`src/hw/rtl/rzs_pkg.sv`:
```
// Shared types and constants for the rolling z-score band classifier.
// No dependencies; every other file imports this package.
package rzs_pkg;

  localparam int unsigned SpreadW = 25;
  localparam int unsigned PriceW  = 24;
  localparam int unsigned SumW    = 31;
  localparam int unsigned SqSumW  = 56;
  localparam int unsigned NumW    = 33;
  localparam int unsigned ZW      = 20;
  localparam int unsigned ThrW    = 16;
  localparam int unsigned AluW    = 64;
  localparam int unsigned MulW    = 32;
  localparam int unsigned RemW    = 62;
  localparam int unsigned QuoW    = 39;
  localparam int unsigned DvdW    = 86;
  localparam int unsigned FracBits = 24;
  localparam int unsigned SqrtTop = 18;
  localparam int unsigned CfgIdxW = 8;

  localparam logic signed [ZW-1:0] ZMax = 20'sh7FFFF;
  localparam logic signed [ZW-1:0] ZMin = 20'sh80000;
  localparam logic [ZW-1:0]        KCap = 20'h80000;

  localparam logic [CfgIdxW-1:0] RegHigh  = 8'd0;
  localparam logic [CfgIdxW-1:0] RegInner = 8'd1;

  localparam logic [ThrW-1:0] HighReset  = 16'd4096;
  localparam logic [ThrW-1:0] InnerReset = 16'd3277;

  localparam logic [1:0] ClsHigh   = 2'd0;
  localparam logic [1:0] ClsLow    = 2'd1;
  localparam logic [1:0] ClsInside = 2'd2;
  localparam logic [1:0] ClsMid    = 2'd3;

  typedef struct packed {
    logic [MulW-1:0] mul_a;
    logic [MulW-1:0] mul_b;
    logic [AluW-1:0] sub_a;
    logic [AluW-1:0] sub_b;
  } alu_req_t;

  typedef struct packed {
    logic [AluW-1:0] prod;
    logic [AluW-1:0] diff;
    logic            borrow;
  } alu_rsp_t;

endpackage

```
`src/hw/rtl/rzs_alu.sv`:
```
// Shared arithmetic unit: one 32x32 multiplier and one 64-bit subtractor.
// Depends on rzs_pkg.
module rzs_alu
  import rzs_pkg::*;
(
  input  alu_req_t req,
  output alu_rsp_t rsp
);

  logic [AluW:0] sub_full;

  assign sub_full   = {1'b0, req.sub_a} - {1'b0, req.sub_b};
  assign rsp.prod   = AluW'(req.mul_a) * AluW'(req.mul_b);
  assign rsp.diff   = sub_full[AluW-1:0];
  assign rsp.borrow = sub_full[AluW];

endmodule

```
`src/hw/rtl/rzs_ring.sv`:
```
// Spread ring memory: one write port, one registered read port.
// Depends on rzs_pkg.
module rzs_ring
  import rzs_pkg::*;
#(
  parameter int unsigned Depth = 8
) (
  input  logic                     clk,
  input  logic                     wr_en,
  input  logic [$clog2(Depth)-1:0] wr_addr,
  input  logic [SpreadW-1:0]       wr_data,
  input  logic                     rd_en,
  input  logic [$clog2(Depth)-1:0] rd_addr,
  output logic [SpreadW-1:0]       rd_data
);

  logic [SpreadW-1:0] mem [Depth];
  logic [SpreadW-1:0] rd_data_r;

  always_ff @(posedge clk) begin
    if (wr_en) begin
      mem[wr_addr] <= wr_data;
    end
    if (rd_en) begin
      rd_data_r <= mem[rd_addr];
    end
  end

  assign rd_data = rd_data_r;

endmodule

```
`src/hw/rtl/rolling_zscore_band_classifier_core.sv`:
```
// Rolling z-score band classifier, top level. Depends on rzs_pkg, rzs_alu, rzs_ring.
// Until WINDOW spreads are held an item only squares its spread; then it runs 5 set-up
// steps, 86 division and 19 square-root steps; a flat window skips both, and a clipping z skips the root search.
// A new item is taken only in idle, after the last one has finished; a waiting result holds the finish step.
// Reset (rst_n, synchronous, active low) clears sums, the fill counter and the write pointer
// and loads the default thresholds; the ring needs no clear as its output is only used once filled.
module rolling_zscore_band_classifier_core
  import rzs_pkg::*;
#(
  parameter int unsigned WINDOW = 8
) (
  input  logic               clk,
  input  logic               rst_n,
  // in_tdata: [23:0] price_a, [47:24] price_b
  input  logic               in_tvalid,
  output logic               in_tready,
  input  logic [47:0]        in_tdata,
  // out_tdata: [0] ready_res, [2:1] signal_class, [22:3] z_value, [23] flat_window
  output logic               out_tvalid,
  input  logic               out_tready,
  output logic [23:0]        out_tdata,
  input  logic               cfg_valid,
  output logic               cfg_ready,
  input  logic [CfgIdxW-1:0] cfg_index,
  input  logic [ThrW-1:0]    cfg_data
);

  localparam int unsigned PtrW  = $clog2(WINDOW);
  localparam int unsigned FillW = $clog2(WINDOW + 1);
  localparam logic signed [7:0] WinS = 8'(WINDOW);

  localparam logic [3:0] ST_IDLE = 4'd0;
  localparam logic [3:0] ST_XSQ  = 4'd1;
  localparam logic [3:0] ST_OSQ  = 4'd2;
  localparam logic [3:0] ST_SSQ  = 4'd3;
  localparam logic [3:0] ST_NSQ  = 4'd4;
  localparam logic [3:0] ST_VAR  = 4'd5;
  localparam logic [3:0] ST_DIV  = 4'd6;
  localparam logic [3:0] ST_SQRT = 4'd7;
  localparam logic [3:0] ST_FIN  = 4'd8;

  logic [3:0]         state_r;
  logic [FillW-1:0]   fill_r;
  logic [PtrW-1:0]    wp_r;
  logic [SumW-1:0]    sum_r;
  logic [SqSumW-1:0]  sq_r;
  logic [ThrW-1:0]    high_r, inner_r;
  logic [SpreadW-1:0] x_r;
  logic [47:0]        xsq_r, osq_r;
  logic [61:0]        ss_r;
  logic [62:0]        wq_r;
  logic [NumW-1:0]    num_r;
  logic [RemW-1:0]    d_r, rem_r;
  logic [DvdW-1:0]    dvd_r;
  logic [QuoW-1:0]    quo_r;
  logic               sat_r, flat_r;
  logic [ZW-1:0]      k_r;
  logic [6:0]         cnt_r;
  logic               out_valid_r;
  logic [23:0]        out_data_r;

  alu_req_t           alu_req;
  alu_rsp_t           alu_rsp;
  logic               full;
  logic               accept;
  logic [SpreadW-1:0] old_x;
  logic [PriceW-1:0]  xmag, omag;
  logic [30:0]        smag;
  logic [31:0]        nmag;
  logic [RemW-1:0]    rem2;
  logic [ZW-1:0]      trial;
  logic               big;
  logic signed [ZW-1:0] z_c;
  logic signed [ZW:0] z_w, hi_w, zabs_w;
  logic [1:0]         cls_c;
  logic               fin_go;

  assign full      = (fill_r == FillW'(WINDOW));
  assign in_tready = (state_r == ST_IDLE);
  assign accept    = in_tvalid & in_tready;
  assign cfg_ready = 1'b1;
  assign fin_go    = (state_r == ST_FIN) && (!out_valid_r || out_tready);

  rzs_ring #(.Depth(WINDOW)) u_ring (
    .clk     (clk),
    .wr_en   (fin_go),
    .wr_addr (wp_r),
    .wr_data (x_r),
    .rd_en   (accept),
    .rd_addr (wp_r),
    .rd_data (old_x)
  );

  rzs_alu u_alu (.req(alu_req), .rsp(alu_rsp));

  // Magnitudes of the spreads, the window sum and the deviation
  assign xmag  = x_r[SpreadW-1] ? PriceW'(-x_r) : x_r[PriceW-1:0];
  assign omag  = old_x[SpreadW-1] ? PriceW'(-old_x) : old_x[PriceW-1:0];
  assign smag  = sum_r[SumW-1] ? 31'(-sum_r) : sum_r;
  assign nmag  = num_r[NumW-1] ? 32'(-num_r) : num_r[31:0];
  assign rem2  = {rem_r[RemW-2:0], dvd_r[DvdW-1]};
  assign trial = k_r | (ZW'(1) << cnt_r[4:0]);
  assign big   = sat_r | quo_r[QuoW-1];

  // Steer the shared unit by sequencer state
  always_comb begin
    alu_req = '0;
    unique case (state_r)
      ST_XSQ: begin
        alu_req.mul_a = MulW'(xmag);
        alu_req.mul_b = MulW'(xmag);
      end
      ST_OSQ: begin
        alu_req.mul_a = MulW'(omag);
        alu_req.mul_b = MulW'(omag);
      end
      ST_SSQ: begin
        alu_req.mul_a = MulW'(smag);
        alu_req.mul_b = MulW'(smag);
      end
      ST_NSQ: begin
        alu_req.mul_a = nmag;
        alu_req.mul_b = nmag;
      end
      ST_VAR: begin
        alu_req.sub_a = AluW'(wq_r);
        alu_req.sub_b = AluW'(ss_r);
      end
      ST_DIV: begin
        alu_req.sub_a = AluW'(rem2);
        alu_req.sub_b = AluW'(d_r);
      end
      ST_SQRT: begin
        alu_req.mul_a = MulW'(trial);
        alu_req.mul_b = MulW'(trial);
        alu_req.sub_a = AluW'(quo_r);
        alu_req.sub_b = alu_rsp.prod;
      end
      default: alu_req = '0;
    endcase
  end

  // Final z: saturate by sign when flat (zero for a zero deviation), else sign the root and clip; then classify
  always_comb begin
    if (flat_r) begin
      if (num_r == '0) begin
        z_c = '0;
      end else if (num_r[NumW-1]) begin
        z_c = ZMin;
      end else begin
        z_c = ZMax;
      end
    end else if (num_r[NumW-1]) begin
      z_c = ZW'(-k_r);
    end else begin
      z_c = (k_r == KCap) ? ZMax : k_r;
    end
    z_w    = (ZW+1)'(z_c);
    hi_w   = (ZW+1)'({1'b0, high_r});
    zabs_w = z_w[ZW] ? -z_w : z_w;
    if (z_w > hi_w) begin
      cls_c = ClsHigh;
    end else if (z_w < -hi_w) begin
      cls_c = ClsLow;
    end else if (zabs_w < (ZW+1)'({1'b0, inner_r})) begin
      cls_c = ClsInside;
    end else begin
      cls_c = ClsMid;
    end
  end

  // Configuration writes; other indexes drop
  always_ff @(posedge clk) begin
    if (!rst_n) begin
      high_r  <= HighReset;
      inner_r <= InnerReset;
    end else if (cfg_valid) begin
      if (cfg_index == RegHigh) begin
        high_r <= cfg_data;
      end else if (cfg_index == RegInner) begin
        inner_r <= cfg_data;
      end
    end
  end

  // Result register: hold until the transfer completes
  always_ff @(posedge clk) begin
    if (!rst_n) begin
      out_valid_r <= 1'b0;
    end else if (fin_go) begin
      out_valid_r <= 1'b1;
    end else if (out_tready) begin
      out_valid_r <= 1'b0;
    end
  end

  always_ff @(posedge clk) begin
    if (fin_go) begin
      out_data_r <= full ? {flat_r, z_c, cls_c, 1'b1} : '0;
    end
  end

  assign out_tvalid = out_valid_r;
  assign out_tdata  = out_data_r;

  // Sequencer and window state
  always_ff @(posedge clk) begin
    if (!rst_n) begin
      state_r <= ST_IDLE;
      fill_r  <= '0;
      wp_r    <= '0;
      sum_r   <= '0;
      sq_r    <= '0;
    end else begin
      unique case (state_r)
        ST_IDLE: begin
          if (accept) begin
            x_r     <= SpreadW'({1'b0, in_tdata[23:0]}) - SpreadW'({1'b0, in_tdata[47:24]});
            state_r <= ST_XSQ;
          end
        end
        ST_XSQ: begin
          xsq_r   <= alu_rsp.prod[47:0];
          state_r <= full ? ST_OSQ : ST_FIN;
        end
        ST_OSQ: begin
          osq_r   <= alu_rsp.prod[47:0];
          num_r   <= (NumW'(signed'(x_r)) * NumW'(WinS)) - NumW'(signed'(sum_r));
          state_r <= ST_SSQ;
        end
        ST_SSQ: begin
          ss_r    <= alu_rsp.prod[61:0];
          wq_r    <= 63'(sq_r) * 63'(WINDOW);
          state_r <= ST_NSQ;
        end
        ST_NSQ: begin
          dvd_r   <= {alu_rsp.prod[RemW-1:0], FracBits'(0)};
          state_r <= ST_VAR;
        end
        ST_VAR: begin
          rem_r <= '0;
          quo_r <= '0;
          sat_r <= 1'b0;
          k_r   <= '0;
          cnt_r <= '0;
          d_r   <= alu_rsp.diff[RemW-1:0];
          if (alu_rsp.borrow || alu_rsp.diff == '0) begin
            flat_r  <= 1'b1;
            state_r <= ST_FIN;
          end else begin
            flat_r  <= 1'b0;
            state_r <= ST_DIV;
          end
        end
        ST_DIV: begin
          // One restoring division step; mark overflow of the quotient
          rem_r <= alu_rsp.borrow ? rem2 : alu_rsp.diff[RemW-1:0];
          quo_r <= {quo_r[QuoW-2:0], !alu_rsp.borrow};
          sat_r <= sat_r | quo_r[QuoW-1];
          dvd_r <= {dvd_r[DvdW-2:0], 1'b0};
          if (cnt_r == 7'(DvdW - 1)) begin
            cnt_r   <= 7'(SqrtTop);
            state_r <= ST_SQRT;
          end else begin
            cnt_r <= cnt_r + 7'd1;
          end
        end
        ST_SQRT: begin
          // Root above the clip: no need to search
          if (big) begin
            k_r     <= KCap;
            state_r <= ST_FIN;
          end else begin
            if (!alu_rsp.borrow) begin
              k_r <= trial;
            end
            if (cnt_r == '0) begin
              state_r <= ST_FIN;
            end else begin
              cnt_r <= cnt_r - 7'd1;
            end
          end
        end
        ST_FIN: begin
          if (fin_go) begin
            if (full) begin
              sum_r <= sum_r + SumW'(signed'(x_r)) - SumW'(signed'(old_x));
              sq_r  <= sq_r + SqSumW'(xsq_r) - SqSumW'(osq_r);
            end else begin
              sum_r  <= sum_r + SumW'(signed'(x_r));
              sq_r   <= sq_r + SqSumW'(xsq_r);
              fill_r <= fill_r + FillW'(1);
            end
            wp_r    <= (wp_r == PtrW'(WINDOW - 1)) ? '0 : wp_r + PtrW'(1);
            state_r <= ST_IDLE;
          end
        end
        default: state_r <= ST_IDLE;
      endcase
    end
  end

endmodule
```
`config.mk`:
```
export PLATFORM = sky130hd
export DESIGN_NAME = rolling_zscore_band_classifier_core
export DESIGN_NICKNAME = d
export VERILOG_FILES = /design/src/hw/rtl/rzs_pkg.sv /design/src/hw/rtl/rzs_alu.sv /design/src/hw/rtl/rzs_ring.sv /design/src/hw/rtl/rolling_zscore_band_classifier_core.sv
export SDC_FILE = /design/constraint.sdc
export NUM_CORES = 2
export LEC_CHECK = 0
export ABC_AREA = 0
export BUFFER_PORTS_ARGS = -buffer_cell sky130_fd_sc_hd__buf_2
export CAP_MARGIN = 20
export CORE_MARGIN = 8
export CORE_UTILIZATION = 28
export DETAILED_ROUTE_END_ITERATION = 16
export PLACE_DENSITY = 0.43
export SYNTH_ARGS = -nofsm -noshare
export SYNTH_HDL_FRONTEND = slang
export SYNTH_SLANG_ARGS = --single-unit
```
`constraint.sdc`:
```
create_clock -name clk -period 27.5 [get_ports clk]
set_clock_uncertainty 0.2 [all_clocks]
set_input_delay 1.375 -clock clk [delete_from_list [all_inputs] [get_ports clk]]
set_output_delay 1.375 -clock clk [all_outputs]
set_load 0.1 [all_outputs]
```
==> impl_metrics.yaml <==
outcome:
  status: "finished clean"
floorplanning:
  die_h_um: 561
  die_w_um: 561
  core_um2: 296000
  dieArea_um2: 315000
  start_util_pct: 28.1
  rows: 200
  pin_count: 104
clock_network:
  clk_pin_slew_worst_paths_ns: 0.06
  cts_hold_buf: 0
  root_buffer: "clkbuf_16"
  numCtsBuffers: 107
  clkLatencyLatePin_ns: 0.76
  cts_setup_buffers: 0
  cts_tree: "built"
  cts.path.max_buffers: 3
  post_cts_resized: 0
  h-tree-depth: 3
  cts_sinks: 901
timing:
  fin_crit_ns: 18.16
  max_freq_ghz: 0.0551
  drv_slew: 0
  worst_pin_slew_ns: 1.13
  tns_ns: 0
  timing.final.crit_share_pct: 66.0
  relSlewSlack_pct: 23.6
  hold_viol: 0
  setup_viol: 0
  rsz0062_at_grt: "no"
cells_and_area:
  fin_nets: 10200
  syn_to_final_growth_pct: 11.3
  final_layout_size_suffix_gt1_share_pct: 6.44
  finalNonFillerCells: 12700
  postLayoutCoreUtil_pct: 31.3
worst_setup_path:
  end_kind: "flip-flop"
  cp.arrival_ns: 18.41
  max_stage_delay_ns: 0.72
  path_class: "flip-flop to flip-flop"
  start_kind: "flip-flop"
  crit_fanout: 62
  cp_num_buf_inv: 7
  crit_family: "adder cells"
  slowest_stage: "inv_1"
  cp_data_required_time_ns: 27.75
  crit_path_frequent_cell: "fa_1"
drt:
  routed_via_density: 5.07
  ant_nets: 0
  drt-wirelength-per-cell_um: 22.5
  vias: 64400
  drt-total-wl_um: 286000
  drtIter0Drc: 5030
  drc: 0
  firstDrtPassIters: 9
yosys:
  syn_inst: 8613
  async_flop_share_pct: 0
  synth_ff_type: "edfxtp_1"
  synth_edf_count: 770
  yosys_warnings: 0
  avgSynthCellArea_um2: 9.67
  syn-cell-area_um2: 83200
  yosysUniqueCellTypes: 99
  synthTopCellsByArea: "edfxtp_1 (28%), fa_1 (19%), ha_1 (9.1%)"
  yosysSeqAreaShare_pct: 30.9
  synth_top_area_share_pct: 27.8
  yosysTopAreaCell: "edfxtp_1"
  ys_seq_elements: 901
global_route:
  grt_use_total_pct: 17.8
  grt_pass1_wl_um: 432000
  grt_max_degree: 69
  grt_pass1_vias: 67000
  grt_overflow: 0
  antenna_found_initial: 13
power:
  vdd_drop_max_v: 0.0000459
  p_leak_uw: 0.0406
  powerDensity_nw_per_um2: 46.5
  p_total_uw: 4310
job:
  maxCapViolations: 0
placed_design:
  dp_hpwl_um: 216000
  placed_cells: 12500
  routabilityCongestion: 0.865
  port_buffers: 102
worst_hold_path:
  hold_class: "flip-flop to flip-flop"
metrics by stage:
step	hold slack, ns	cell area (µm²)	worst slack, ns
global placement	0.243	89000	9.05
CTS	0.220	92700	9.38
finish	0.201	92700	9.34
global route	0.246	92700	8.44
detailed placement	0.251	89000	9.48
floorplan	0.206	83300	11.87
power by group:
group / total (µW) / internal [µW] / switching [µW]
logic: 1240 / 430 / 806
clock network: 1500 / 850 / 645
registers: 1580 / 1550 / 23.9
total: 4310 / 2830 / 1480
Yosys cell counts, types with 81 or more instances:
| master | number |
|---|---|
| a211oi_1 | 81 |
| a21o_1 | 173 |
| a21oi_1 | 431 |
| a222oi_1 | 94 |
| a22oi_1 | 108 |
| and2_1 | 92 |
| clkbuf_1 | 319 |
| dfxtp_1 | 131 |
| edfxtp_1 | 770 |
| fa_1 | 809 |
| ha_1 | 606 |
| inv_1 | 1330 |
| nand2_1 | 800 |
| nand3_1 | 185 |
| nand4_1 | 87 |
| nor2_1 | 642 |
| nor3_1 | 129 |
| o211ai_1 | 90 |
| o21ai_0 | 261 |
| xnor2_1 | 282 |
| xor2_1 | 140 |
flip-flops by register name, indices dropped and copies added, names as in the netlist, 4 cells and up:
| register | flops |
|---|---|
| sq_r | 56 |
| quo_r | 39 |
| sum_r | 31 |
| dvd_r | 62 |
| d_r | 62 |
| inner_r | 16 |
| out_tdata | 24 |
| u_ring.mem | 200 |
| cnt_r | 7 |
| xsq_r | 47 |
| state_r | 4 |
| osq_r | 47 |
| k_r | 20 |
| high_r | 16 |
| u_ring.rd_data | 25 |
| x_r | 25 |
| wq_r | 56 |
| ss_r | 61 |
| fill_r | 4 |
| num_r | 32 |
| rem_r | 61 |
final timing paths:
check                start        to  slack (ns)  cells after the start
setup / recovery    x_r[4]   k_r[10]        9.34                     49
hold / removal    sq_r[55]  wq_r[58]        0.20                      0
setup reg to reg    x_r[4]   k_r[10]        9.34                     49
hold reg to reg   sq_r[55]  wq_r[58]        0.20                      0
layout make-up:
type | instances | area, µm²
Fill cell | 30800 | 204000
Timing Repair Buffer | 282 | 1890
Antenna cell | 3 | 7.51
Sequential cell | 901 | 25700
Inverter | 1341 | 5040
Multi-Input combinational cell | 6029 | 51400
Clock buffer | 139 | 3000
Tap cell | 3939 | 4930
Clock inverter | 60 | 648
worst register-to-register path: cells and delay by family (launching register included):
kind / cells / cell delay [ns]
xor gates and xnor gates: 3 / 0.95
buffers and inverters: 7 / 2.39
and+or+nand+nor: 12 / 4.56
DFF: 1 / 0.64
AOI/OAI and AO/OA: 17 / 4.50
adders and majority gates: 10 / 4.56
cell families after synthesis:
family / share of synthesized area (%)
fa+ha+maj: 28.6
simple gates: 13.1
xor+xnor: 4.47
flops: 30.9
other cells: 0.00902
compound gates: 14.4
mux: 0.780
buf+inv: 7.75
placed cells by master (no fill, tap or decap), types with 140 or more instances in the layout:
| master | Yosys | routed |
|---|---|---|
| nand2_1 | 800 | 799 |
| edfxtp_1 | 770 | 770 |
| fa_1 | 809 | 809 |
| ha_1 | 606 | 606 |
| xor2_1 | 140 | 140 |
| a21oi_1 | 431 | 431 |
| xnor2_1 | 282 | 282 |
| nand3_1 | 185 | 183 |
| inv_1 | 1330 | 1325 |
| a21o_1 | 173 | 172 |
| nor2_1 | 642 | 636 |
| o21ai_0 | 261 | 260 |
| buf_4 | 3 | 178 |
metal layers:
| metal | wire length, µm | GRT usage [%] | vias up |
|---|---|---|---|
| met2 | 136000 | 30.2 | 1692 |
| met5 | 13 | 0 | - |
| met4 | 8640 | 4.81 | 2 |
| li1 | - | - | 29700 |
| met3 | 13700 | 2.06 | 310 |
| met1 | 128000 | 24.0 | 32700 |
Note: power is estimated with default switching activity, not from simulation.
